File: src/hdl/cc2p_pkg.sv
`timescale 1ns / 1ps
// ----------------------------------------------------------------------------
// cc2p_pkg
// Shared widths, constants and types of the CORDIC Cartesian-to-polar pipeline.
// ----------------------------------------------------------------------------
package cc2p_pkg;

   localparam int COORD_W        = 16;
   localparam int MAG_W          = 16;
   localparam int PHASE_W        = 19;
   // Working x/y width: gain growth from a 16-bit point stays below 2^18.
   localparam int XY_W           = 20;
   // Angle accumulator at 2^-24; its magnitude stays below 2^26.
   localparam int ACC_W          = 28;
   localparam int ATAN_ENTRIES   = 24;
   localparam int DEF_ITERATIONS = 16;

   localparam logic signed [ACC_W-1:0] HALF_PI_Q24 = ACC_W'(26353589);
   localparam int INV_GAIN_W = 16;
   localparam logic [INV_GAIN_W-1:0] INV_GAIN_Q16 = 16'd39797;
   localparam int MAG_PROD_W = (XY_W - 1) + INV_GAIN_W;
   localparam logic [MAG_PROD_W-1:0] MAG_ROUND = MAG_PROD_W'(32768);
   localparam int PH_W = ACC_W + 1;
   localparam logic signed [PH_W-1:0] PHASE_LIMIT = PH_W'(205887);
   localparam logic signed [PH_W-1:0] PHASE_ROUND = PH_W'(128);

   typedef struct packed {
      logic signed [XY_W-1:0]  x;
      logic signed [XY_W-1:0]  y;
      logic signed [ACC_W-1:0] acc;
   } stage_type;

   // round(atan(2^-i) * 2^24)
   function automatic logic signed [ACC_W-1:0] atan_q24(input int idx);
      logic signed [ACC_W-1:0] val;
      case (idx)
         0:       val = ACC_W'(13176795);
         1:       val = ACC_W'(7778716);
         2:       val = ACC_W'(4110060);
         3:       val = ACC_W'(2086331);
         4:       val = ACC_W'(1047214);
         5:       val = ACC_W'(524117);
         6:       val = ACC_W'(262123);
         7:       val = ACC_W'(131069);
         8:       val = ACC_W'(65536);
         9:       val = ACC_W'(32768);
         10:      val = ACC_W'(16384);
         11:      val = ACC_W'(8192);
         12:      val = ACC_W'(4096);
         13:      val = ACC_W'(2048);
         14:      val = ACC_W'(1024);
         15:      val = ACC_W'(512);
         16:      val = ACC_W'(256);
         17:      val = ACC_W'(128);
         18:      val = ACC_W'(64);
         19:      val = ACC_W'(32);
         20:      val = ACC_W'(16);
         21:      val = ACC_W'(8);
         22:      val = ACC_W'(4);
         23:      val = ACC_W'(2);
         default: val = '0;
      endcase
      return val;
   endfunction

endpackage

File: src/hdl/cc2p_micro_rot.sv
`timescale 1ns / 1ps
// ----------------------------------------------------------------------------
// cc2p_micro_rot
// One registered CORDIC vectoring micro-rotation with a fixed shift.
// ----------------------------------------------------------------------------
module cc2p_micro_rot #(
   parameter int SHIFT = 0
) (
   input  logic                clock,
   input  logic                reset,
   input  logic                in_valid,
   input  cc2p_pkg::stage_type in_stage,
   output logic                out_valid,
   output cc2p_pkg::stage_type out_stage
);
   import cc2p_pkg::*;

   localparam logic signed [ACC_W-1:0] ATAN_STEP = atan_q24(SHIFT);

   logic signed [XY_W-1:0] dx;
   logic signed [XY_W-1:0] dy;
   stage_type              stage_in;
   stage_type              stage_ff;
   logic                   valid_ff;

   assign dx = in_stage.y >>> SHIFT;
   assign dy = in_stage.x >>> SHIFT;

   // A zero y counts as non-negative and rotates clockwise.
   always_comb begin
      if (in_stage.y[XY_W-1]) begin
         stage_in.x   = in_stage.x - dx;
         stage_in.y   = in_stage.y + dy;
         stage_in.acc = in_stage.acc + ATAN_STEP;
      end else begin
         stage_in.x   = in_stage.x + dx;
         stage_in.y   = in_stage.y - dy;
         stage_in.acc = in_stage.acc - ATAN_STEP;
      end
   end

   always_ff @(posedge clock) begin
      if (reset) begin
         valid_ff <= 1'b0;
      end else begin
         valid_ff <= in_valid;
      end
   end

   always_ff @(posedge clock) begin
      stage_ff <= stage_in;
   end

   assign out_valid = valid_ff;
   assign out_stage = stage_ff;

endmodule

File: src/hdl/cordic_cart_to_polar.sv
`timescale 1ns / 1ps
// ----------------------------------------------------------------------------
// cordic_cart_to_polar
// Pipelined CORDIC vectoring: Cartesian point in, magnitude and phase out.
// ----------------------------------------------------------------------------
//  Channel   Ports                                  Handshake
//  request   req_x_coord, req_y_coord               start & !busy
//  response  rsp_magnitude, rsp_phase               rsp_valid, one-cycle strobe
//
// A transaction is taken every clock cycle; busy is held low.
// The pipeline has one quadrant stage, one stage per micro-rotation, one
// gain-multiply stage and one rounding stage.
// Reset clears only the valid bits of the pipeline; no result is lost or
// repeated since the receiver cannot stall and the pipeline never stops.
module cordic_cart_to_polar #(
   parameter int ITERATIONS = cc2p_pkg::DEF_ITERATIONS
) (
   input  logic                              clock,
   input  logic                              reset,
   input  logic                              start,
   output logic                              busy,
   input  logic signed [cc2p_pkg::COORD_W-1:0] req_x_coord,
   input  logic signed [cc2p_pkg::COORD_W-1:0] req_y_coord,
   output logic                              rsp_valid,
   output logic        [cc2p_pkg::MAG_W-1:0]   rsp_magnitude,
   output logic signed [cc2p_pkg::PHASE_W-1:0] rsp_phase
);
   import cc2p_pkg::*;

   localparam int STAGES = (ITERATIONS < ATAN_ENTRIES) ? ITERATIONS : ATAN_ENTRIES;

   logic signed [XY_W-1:0] x_ext;
   logic signed [XY_W-1:0] y_ext;
   stage_type              pre_in;
   stage_type              pipe [STAGES+1];
   logic [STAGES:0]        pipe_valid;
   logic                   pre_valid_ff;
   stage_type              pre_ff;

   logic [XY_W-2:0]               x_pos;
   logic [MAG_PROD_W-1:0]         prod_in;
   logic [MAG_PROD_W-1:0]         prod_ff;
   logic signed [PH_W-1:0]        ph_shift;
   logic signed [PHASE_W-1:0]     phase_in;
   logic signed [PHASE_W-1:0]     phase_ff;
   logic                          mult_valid_ff;

   logic [MAG_PROD_W-1:0]         prod_rnd;
   logic [MAG_PROD_W-17:0]        mag_wide;
   logic [MAG_W-1:0]              mag_in;
   logic [MAG_W-1:0]              mag_out_ff;
   logic signed [PHASE_W-1:0]     phase_out_ff;
   logic                          out_valid_ff;

   assign busy = 1'b0;

   // Bring the point into the right half plane.
   assign x_ext = XY_W'(req_x_coord);
   assign y_ext = XY_W'(req_y_coord);

   always_comb begin
      if (!x_ext[XY_W-1]) begin
         pre_in.x   = x_ext;
         pre_in.y   = y_ext;
         pre_in.acc = '0;
      end else if (y_ext[XY_W-1] || (y_ext == '0)) begin
         pre_in.x   = -y_ext;
         pre_in.y   = x_ext;
         pre_in.acc = HALF_PI_Q24;
      end else begin
         pre_in.x   = y_ext;
         pre_in.y   = -x_ext;
         pre_in.acc = -HALF_PI_Q24;
      end
   end

   always_ff @(posedge clock) begin
      if (reset) begin
         pre_valid_ff <= 1'b0;
      end else begin
         pre_valid_ff <= start;
      end
   end

   always_ff @(posedge clock) begin
      pre_ff <= pre_in;
   end

   assign pipe[0]       = pre_ff;
   assign pipe_valid[0] = pre_valid_ff;

   for (genvar i = 0; i < STAGES; i++) begin : g_rot
      cc2p_micro_rot #(
         .SHIFT (i)
      ) u_rot (
         .clock     (clock),
         .reset     (reset),
         .in_valid  (pipe_valid[i]),
         .in_stage  (pipe[i]),
         .out_valid (pipe_valid[i+1]),
         .out_stage (pipe[i+1])
      );
   end

   // Gain removal multiply; a negative final x counts as zero.
   assign x_pos   = pipe[STAGES].x[XY_W-1] ? '0 : pipe[STAGES].x[XY_W-2:0];
   assign prod_in = MAG_PROD_W'(x_pos) * MAG_PROD_W'(INV_GAIN_Q16);

   // Phase is the negated accumulator, rounded half up to 2^-16 and clamped.
   assign ph_shift = (PHASE_ROUND - PH_W'(pipe[STAGES].acc)) >>> 8;

   always_comb begin
      if (ph_shift > PHASE_LIMIT) begin
         phase_in = PHASE_W'(PHASE_LIMIT);
      end else if (ph_shift < -PHASE_LIMIT) begin
         phase_in = PHASE_W'(-PHASE_LIMIT);
      end else begin
         phase_in = ph_shift[PHASE_W-1:0];
      end
   end

   always_ff @(posedge clock) begin
      if (reset) begin
         mult_valid_ff <= 1'b0;
      end else begin
         mult_valid_ff <= pipe_valid[STAGES];
      end
   end

   always_ff @(posedge clock) begin
      prod_ff  <= prod_in;
      phase_ff <= phase_in;
   end

   assign prod_rnd = prod_ff + MAG_ROUND;
   assign mag_wide = prod_rnd[MAG_PROD_W-1:16];
   assign mag_in   = (mag_wide > (MAG_PROD_W-16)'({MAG_W{1'b1}})) ? '1 : mag_wide[MAG_W-1:0];

   always_ff @(posedge clock) begin
      if (reset) begin
         out_valid_ff <= 1'b0;
      end else begin
         out_valid_ff <= mult_valid_ff;
      end
   end

   always_ff @(posedge clock) begin
      mag_out_ff   <= mag_in;
      phase_out_ff <= phase_ff;
   end

   assign rsp_valid     = out_valid_ff;
   assign rsp_magnitude = mag_out_ff;
   assign rsp_phase     = phase_out_ff;

endmodule
File: config.mk
export PLATFORM = sky130hd
export DESIGN_NAME = cordic_cart_to_polar
export DESIGN_NICKNAME = d
export VERILOG_FILES = /design/src/hdl/cc2p_pkg.sv /design/src/hdl/cc2p_micro_rot.sv /design/src/hdl/cordic_cart_to_polar.sv
export SDC_FILE = /design/constraint.sdc
export NUM_CORES = 2
export LEC_CHECK = 0
export ABC_CLOCK_PERIOD_IN_PS = 19200
export BUFFER_PORTS_ARGS = -buffer_cell sky130_fd_sc_hd__buf_2
export CAP_MARGIN = 20
export CORE_UTILIZATION = 35
export CTS_CLUSTER_DIAMETER = 60
export CTS_CLUSTER_SIZE = 10
export DETAILED_ROUTE_END_ITERATION = 10
export PLACE_DENSITY = 0.59
export SLEW_MARGIN = 25
export SYNTH_ARGS = -nofsm -noshare
export SYNTH_HDL_FRONTEND = slang
export SYNTH_SLANG_ARGS = --single-unit
export TNS_END_PERCENT = 100
File: constraint.sdc
create_clock -name clock -period 19.2 [get_ports clock]
set_clock_uncertainty 0.05 [all_clocks]
set_input_delay 1.92 -clock clock [delete_from_list [all_inputs] [get_ports clock]]
set_output_delay 1.92 -clock clock [all_outputs]
set_load 0.03 [all_outputs]
Word-level counts from Yosys, hierarchy flattened
Cells that the tools add are included.
{"block": "word_totals", "ff_bits": 1244, "output_inout_bits": 37}
{"block": "op_classes", "n_addsub": 99, "mul": 1, "n_lt_le_gt_ge": 3, "muxes": 20, "reduce_logical": 3}
{"cell": "two-way mux 68 bit", "n": 17}
{"cell": "two-way mux 63 bit", "n": 1}
{"cell": "adder 28 x 18 -> 28 bit (second input constant)", "n": 2}
{"cell": "subtractor 28 x 18 -> 28 bit (second input constant)", "n": 2}
{"cell": "adder 20 x 10 -> 20 bit", "n": 2}
{"cell": "adder 20 x 11 -> 20 bit", "n": 2}
{"cell": "adder 20 x 12 -> 20 bit", "n": 2}
{"cell": "adder 20 x 13 -> 20 bit", "n": 2}
{"cell": "adder 20 x 14 -> 20 bit", "n": 2}
{"cell": "adder 20 x 15 -> 20 bit", "n": 2}
{"cell": "adder 20 x 16 -> 20 bit", "n": 2}
{"cell": "adder 20 x 17 -> 20 bit", "n": 2}
{"cell": "adder 20 x 18 -> 20 bit", "n": 2}
{"cell": "adder 20 x 19 -> 20 bit", "n": 2}
{"cell": "adder 20 x 5 -> 20 bit", "n": 2}
{"cell": "adder 20 x 6 -> 20 bit", "n": 2}
{"cell": "adder 20 x 7 -> 20 bit", "n": 2}
{"cell": "adder 20 x 8 -> 20 bit", "n": 2}
{"cell": "adder 20 x 9 -> 20 bit", "n": 2}
{"cell": "negator 16 -> 20 bit", "n": 2}
{"cell": "subtractor 20 x 10 -> 20 bit", "n": 2}
{"cell": "subtractor 20 x 11 -> 20 bit", "n": 2}
{"cell": "subtractor 20 x 12 -> 20 bit", "n": 2}
{"cell": "subtractor 20 x 13 -> 20 bit", "n": 2}
{"cell": "other kinds (51)", "n": 64}

Longest topological paths before layout
{"block": "logic_depth", "ltp_word": 4, "ltp_mapped": 27, "depth_no_buf": 25}

Modules after synthesis
From an unflattened synthesis, not the netlist that was laid out.
{"block": "hier_totals", "hier_cells": 10328, "hier_area_um2": 89637.2}
{"mod": "cordic_cart_to_polar", "n_inst": 1, "cells_each": 1114, "area_each_um2": 10327.4, "seq_area_each_um2": 2402.3}
{"mod": "cc2p_micro_rot (g_rot[0].u_rot)", "n_inst": 1, "cells_each": 735, "area_each_um2": 5930.7, "seq_area_each_um2": 1361.3}
{"mod": "cc2p_micro_rot (g_rot[4].u_rot)", "n_inst": 1, "cells_each": 653, "area_each_um2": 5577.8, "seq_area_each_um2": 1381.3}
{"mod": "cc2p_micro_rot (g_rot[5].u_rot)", "n_inst": 1, "cells_each": 656, "area_each_um2": 5549.1, "seq_area_each_um2": 1381.3}
{"mod": "cc2p_micro_rot (g_rot[2].u_rot)", "n_inst": 1, "cells_each": 664, "area_each_um2": 5547.8, "seq_area_each_um2": 1381.3}
{"mod": "cc2p_micro_rot (g_rot[1].u_rot)", "n_inst": 1, "cells_each": 652, "area_each_um2": 5485.3, "seq_area_each_um2": 1381.3}
{"mod": "cc2p_micro_rot (g_rot[3].u_rot)", "n_inst": 1, "cells_each": 648, "area_each_um2": 5421.4, "seq_area_each_um2": 1381.3}
{"mod": "cc2p_micro_rot (g_rot[6].u_rot)", "n_inst": 1, "cells_each": 615, "area_each_um2": 5361.4, "seq_area_each_um2": 1381.3}
{"mod": "cc2p_micro_rot (g_rot[7].u_rot)", "n_inst": 1, "cells_each": 606, "area_each_um2": 5118.7, "seq_area_each_um2": 1381.3}
{"mod": "cc2p_micro_rot (g_rot[15].u_rot)", "n_inst": 1, "cells_each": 534, "area_each_um2": 4608.2, "seq_area_each_um2": 1381.3}
{"mod": "cc2p_micro_rot (g_rot[13].u_rot)", "n_inst": 1, "cells_each": 508, "area_each_um2": 4480.5, "seq_area_each_um2": 1381.3}
{"mod": "cc2p_micro_rot (g_rot[11].u_rot)", "n_inst": 1, "cells_each": 497, "area_each_um2": 4463.0, "seq_area_each_um2": 1381.3}
{"mod": "cc2p_micro_rot (g_rot[8].u_rot)", "n_inst": 1, "cells_each": 496, "area_each_um2": 4435.5, "seq_area_each_um2": 1381.3}
{"mod": "cc2p_micro_rot (g_rot[12].u_rot)", "n_inst": 1, "cells_each": 499, "area_each_um2": 4393.0, "seq_area_each_um2": 1381.3}
{"mod": "3 more rows"}

Worst setup path before layout
OpenSTA, ideal clock, no wires.
{"block": "synth_timing", "path_type": "register -> register", "from": "register g_rot[15].u_rot.stage_ff (netlist bit g_rot[15].u_rot.out_stage[67])", "to": "register prod_ff[30]", "setup_ns": 0.072, "t_arrival_ns": 6.065, "required_ns": 19.078, "path_slack_ns": 13.013, "stages_incl_launch_ff": 25, "cell_sequence": "dfxtp_1 > buf_2 > clkbuf_1 > nand2b_1 > fa_1 > fa_1 > inv_1 > fa_1 > inv_1 > fa_1 > inv_1 > fa_1 > inv_1 > fa_1 > inv_1 > ha_1 > a21o_1 > a21o_1 > nor2b_1 > a221o_1 > a21o_1 > and2_1 > o21a_1 > nor2_1 > xnor2_1"}
{"block": "synth_via", "elab_chain_cells": 2}
{"item": "start, declared", "line": "cc2p_micro_rot.sv:23", "text": "stage_type stage_ff;"}
{"item": "start signal, assigned", "line": "cc2p_micro_rot.sv:51", "text": "stage_ff <= stage_in;"}
{"item": "two-way mux 19 bit", "line": "cordic_cart_to_polar.sv:106", "text": "assign x_pos = pipe[STAGES].x[XY_W-1] ? '0 : pipe[STAGES].x[XY_W-2:0];"}
{"item": "multiplier 19 x 16 -> 35 bit", "line": "cordic_cart_to_polar.sv:107", "text": "assign prod_in = MAG_PROD_W'(x_pos) * MAG_PROD_W'(INV_GAIN_Q16);"}
{"item": "via prod_in[30]", "line": "cordic_cart_to_polar.sv:41", "text": "logic [MAG_PROD_W-1:0] prod_in;"}
{"item": "end signal, assigned", "line": "cordic_cart_to_polar.sv:131", "text": "prod_ff <= prod_in;"}
{"item": "end, declared", "line": "cordic_cart_to_polar.sv:42", "text": "logic [MAG_PROD_W-1:0] prod_ff;"}
The timed path passes the listed nets, and every way through them passes these cells.
A chain may end at the register's enable or synchronous reset.

Final worst setup path
Ends and elaborated chain as after synthesis.

==> out/results.txt <==
Slew Viols, Final - 0
Post-synth EDFFs - 0
Area of the core - 222000 um2
Gate Count Post-Synth - 8800
Outcome - finished, final reports clean
DRC - 0
First-pass GRT wire length - 288 mm
CTS resizes - 0
Final Worst Setup Slack - 11970 ps
TritonCTS buffer count - 156
CTS tree - done
Final Core Density - 39.0%
Startpoint types - flip-flop
Clk buf depth - 3
CP Cell Sequence - buf_4 > nor2b_1 > nand2_1 > a21boi_0 > fa_1 > inv_1 > fa_1 > fa_1 > fa_1 > inv_1 > fa_1 > inv_1 > ha_1 > a21oi_1 > o21a_1 > nand2_1 > o21ai_1 > o22ai_1 > a221o_1 > a21o_1 > and2_1 > o21a_1 > nor2_1 > xnor2_1
Share of layout cells above drive strength 1 - 4.34%
Slowest stage delay, CP - 730 ps
Overflow after GRT - 0
Most common cell after layout, fill and taps aside - dfxtp_1
Crit path arrival time - 7890 ps
Die area - 225000 um2
Root buf cell - clkbuf_16
Register bit total from synthesis - 1188
Met3 Wirelength - 5.20 mm
Final ANT Viol Nets - 0
Vias per cell - 4.97
Hold_buf cts - 0
Tcrit/Tclk final - 37.6%
Post-CTS setup buffers - 0
I/O Pins - 72
Number of global-route vias before repair - 59300
# H-tree levels - 4
Most frequent CP cell - fa_1
CTS Sinks - 1188
Crit Path Max Fanout - 37
Fin nets - 10200
Worst slack, placed - 11960 ps
Worst setup EP type - flip-flop
Via count - 59500
Ys async rst share - 0%
Hold Path Class - flip-flop to flip-flop
Hold Vio Cnt, Final - 0
Tmin final - 7230 ps
Drt pass-1 iters - 7
Post-synthesis sequential area ratio - 30.4%
Top_reg_cell synth - dfxtp_1
Worst-Margin Slew - 1050 ps
Initial antenna violation count - 10
Clock transition at path regs - 50 ps
Final setup viols - 0
Routed WL - 173 mm
DR iter-0 viols - 2811
DP Area - 81900 um2
Starting density of the core - 35.2%
Synth cell types - 90
Clock latency on the worst-skew pair - 810 ps
Gr usage total - 15.3%
Largest net degree at the start of global routing - 70
Synth warn - 0
Final GP Congestion - 0.858
Critical path data required time - 19860 ps
Syn avg cell area - 8.88 um2
Met2 Routed Length - 82.0 mm
Die Y - 475 um
Worst path slowest cell - nor2b_1
Num rows - 173
DP HPWL - 139 mm
Top Layer Used - met4
DR WL/cell - 14.5 um
Die width - 475 um
Design area - 86700 um2
Synth Cell Area - 78200 um2
Commonest non-fill, non-tap cells in the layout - 1188 x dfxtp_1, 1062 x ha_1, 877 x nor2_1
Layout area overhead - 10.9%
Relative slew slack - 29.9%
Kind of critical path - flip-flop to flip-flop
Maxcap violations - 0
RSZ-0062 raised after global routing - false
Met1 WL - 82.1 mm
Maximum clock frequency - 138 MHz
Setup_tns - 0 ps
PortBufs - 70
## final timing paths
kind	startpoint	endpoint	slack [ps]	cells after the start
worst max-delay path	g_rot[15].u_rot.out_stage[67]	prod_ff[30]	11970	24
worst min-delay path	g_rot[7].u_rot.out_stage[12]	g_rot[8].u_rot.out_stage[12]	270	0
worst max register to register	g_rot[15].u_rot.out_stage[67]	prod_ff[30]	11970	24
worst min register to register	g_rot[7].u_rot.out_stage[12]	g_rot[8].u_rot.out_stage[12]	270	0
## registers in the layout (all words and copies together) (netlist names)
| signal | count |
|---|---|
| pre_valid_ff | 1 |
| rsp_phase | 19 |
| mult_valid_ff | 1 |
| g_rot.u_rot.out_stage | 1052 |
| g_rot.u_rot.out_valid | 16 |
| phase_ff | 19 |
| prod_ff | 20 |
| rsp_valid | 1 |
| pipe | 43 |
| rsp_magnitude | 16 |
## logic make-up after synthesis
kind of cell / share of synthesized area (%)
and+or+nand+nor: 14.7
AOI/OAI and AO/OA: 16.3
adders and majority gates: 21.1
DFF: 30.4
xor gates and xnor gates: 12.9
buffers and inverters: 3.85
muxes: 0.666
other: 0.00480
## cell usage after synthesis, drive strengths merged (12+ instances only)
master | count | share of area, %
xnor2 | 860 | 9.6
o31ai | 23 | 0.24
clkbuf | 91 | 0.44
o21bai | 117 | 1.1
a31oi | 84 | 0.67
or2 | 20 | 0.16
nand2 | 424 | 2.0
o22ai | 41 | 0.33
mux2 | 24 | 0.35
and3 | 107 | 0.86
dfxtp | 1188 | 30
a2111o | 23 | 0.33
xor2 | 295 | 3.3
nand3 | 131 | 0.84
nor2b | 147 | 1.2
a211oi | 49 | 0.48
fa | 160 | 4.1
o21ai | 313 | 2.0
o211ai | 108 | 1.0
mux2i | 25 | 0.32
nor3 | 305 | 2.0
nor4 | 76 | 0.61
nand4 | 14 | 0.11
or4 | 50 | 0.49
ha | 1062 | 17
o41ai | 41 | 0.50
nor2 | 878 | 4.2
o31a | 15 | 0.17
o211a | 12 | 0.15
o221ai | 16 | 0.19
buf | 23 | 0.12
a21boi | 31 | 0.30
or3 | 65 | 0.53
a41oi | 13 | 0.15
a2111oi | 30 | 0.35
inv | 684 | 3.3
nor3b | 15 | 0.15
a21oi | 644 | 4.1
nand2b | 123 | 0.98
a221o | 14 | 0.18
a31o | 13 | 0.15
a21o | 180 | 1.7
and2 | 41 | 0.33
o21a | 138 | 1.3
## cell type report
cell class | instances | area, um2
well taps | 2975 | 3720
repair buffers | 89 | 493
flip-flops and latches | 1188 | 23800
fillers | 22000 | 135000
clock inverters | 47 | 599
inverters | 685 | 2570
multi-input cells | 6815 | 51400
diodes | 3 | 7.51
clock buffers | 179 | 4090
## worst max-delay path: cells and delay by family (launching register included)
| kind | cells | cell delay [ps] |
|---|---|---|
| fa+ha+maj | 6 | 2920 |
| compound gates | 8 | 1910 |
| simple gates | 5 | 1440 |
| buf+inv | 4 | 390 |
| flops | 1 | 290 |
| xor+xnor | 1 | 120 |
## through the flow
| stage | hold WS, ps | cells |
|---|---|---|
| floorplan | 260 | 8802 |
| global placement | 260 | 11800 |
| detailed placement | 262 | 11800 |
| CTS | 266 | 12000 |
| global route | 265 | 12000 |
| finish | 267 | 12000 |
## per-layer routing
metal / vias to the layer above / track usage, %
li1: 31000 / -
met1: 27400 / 19.3
met2: 848 / 26.6
met3: 259 / 1.96
met4: 0 / 4.74
met5: - / 0
Power is not shown: default switching activity piles up to over one toggle a cycle in this logic, so the estimate is an artifact.
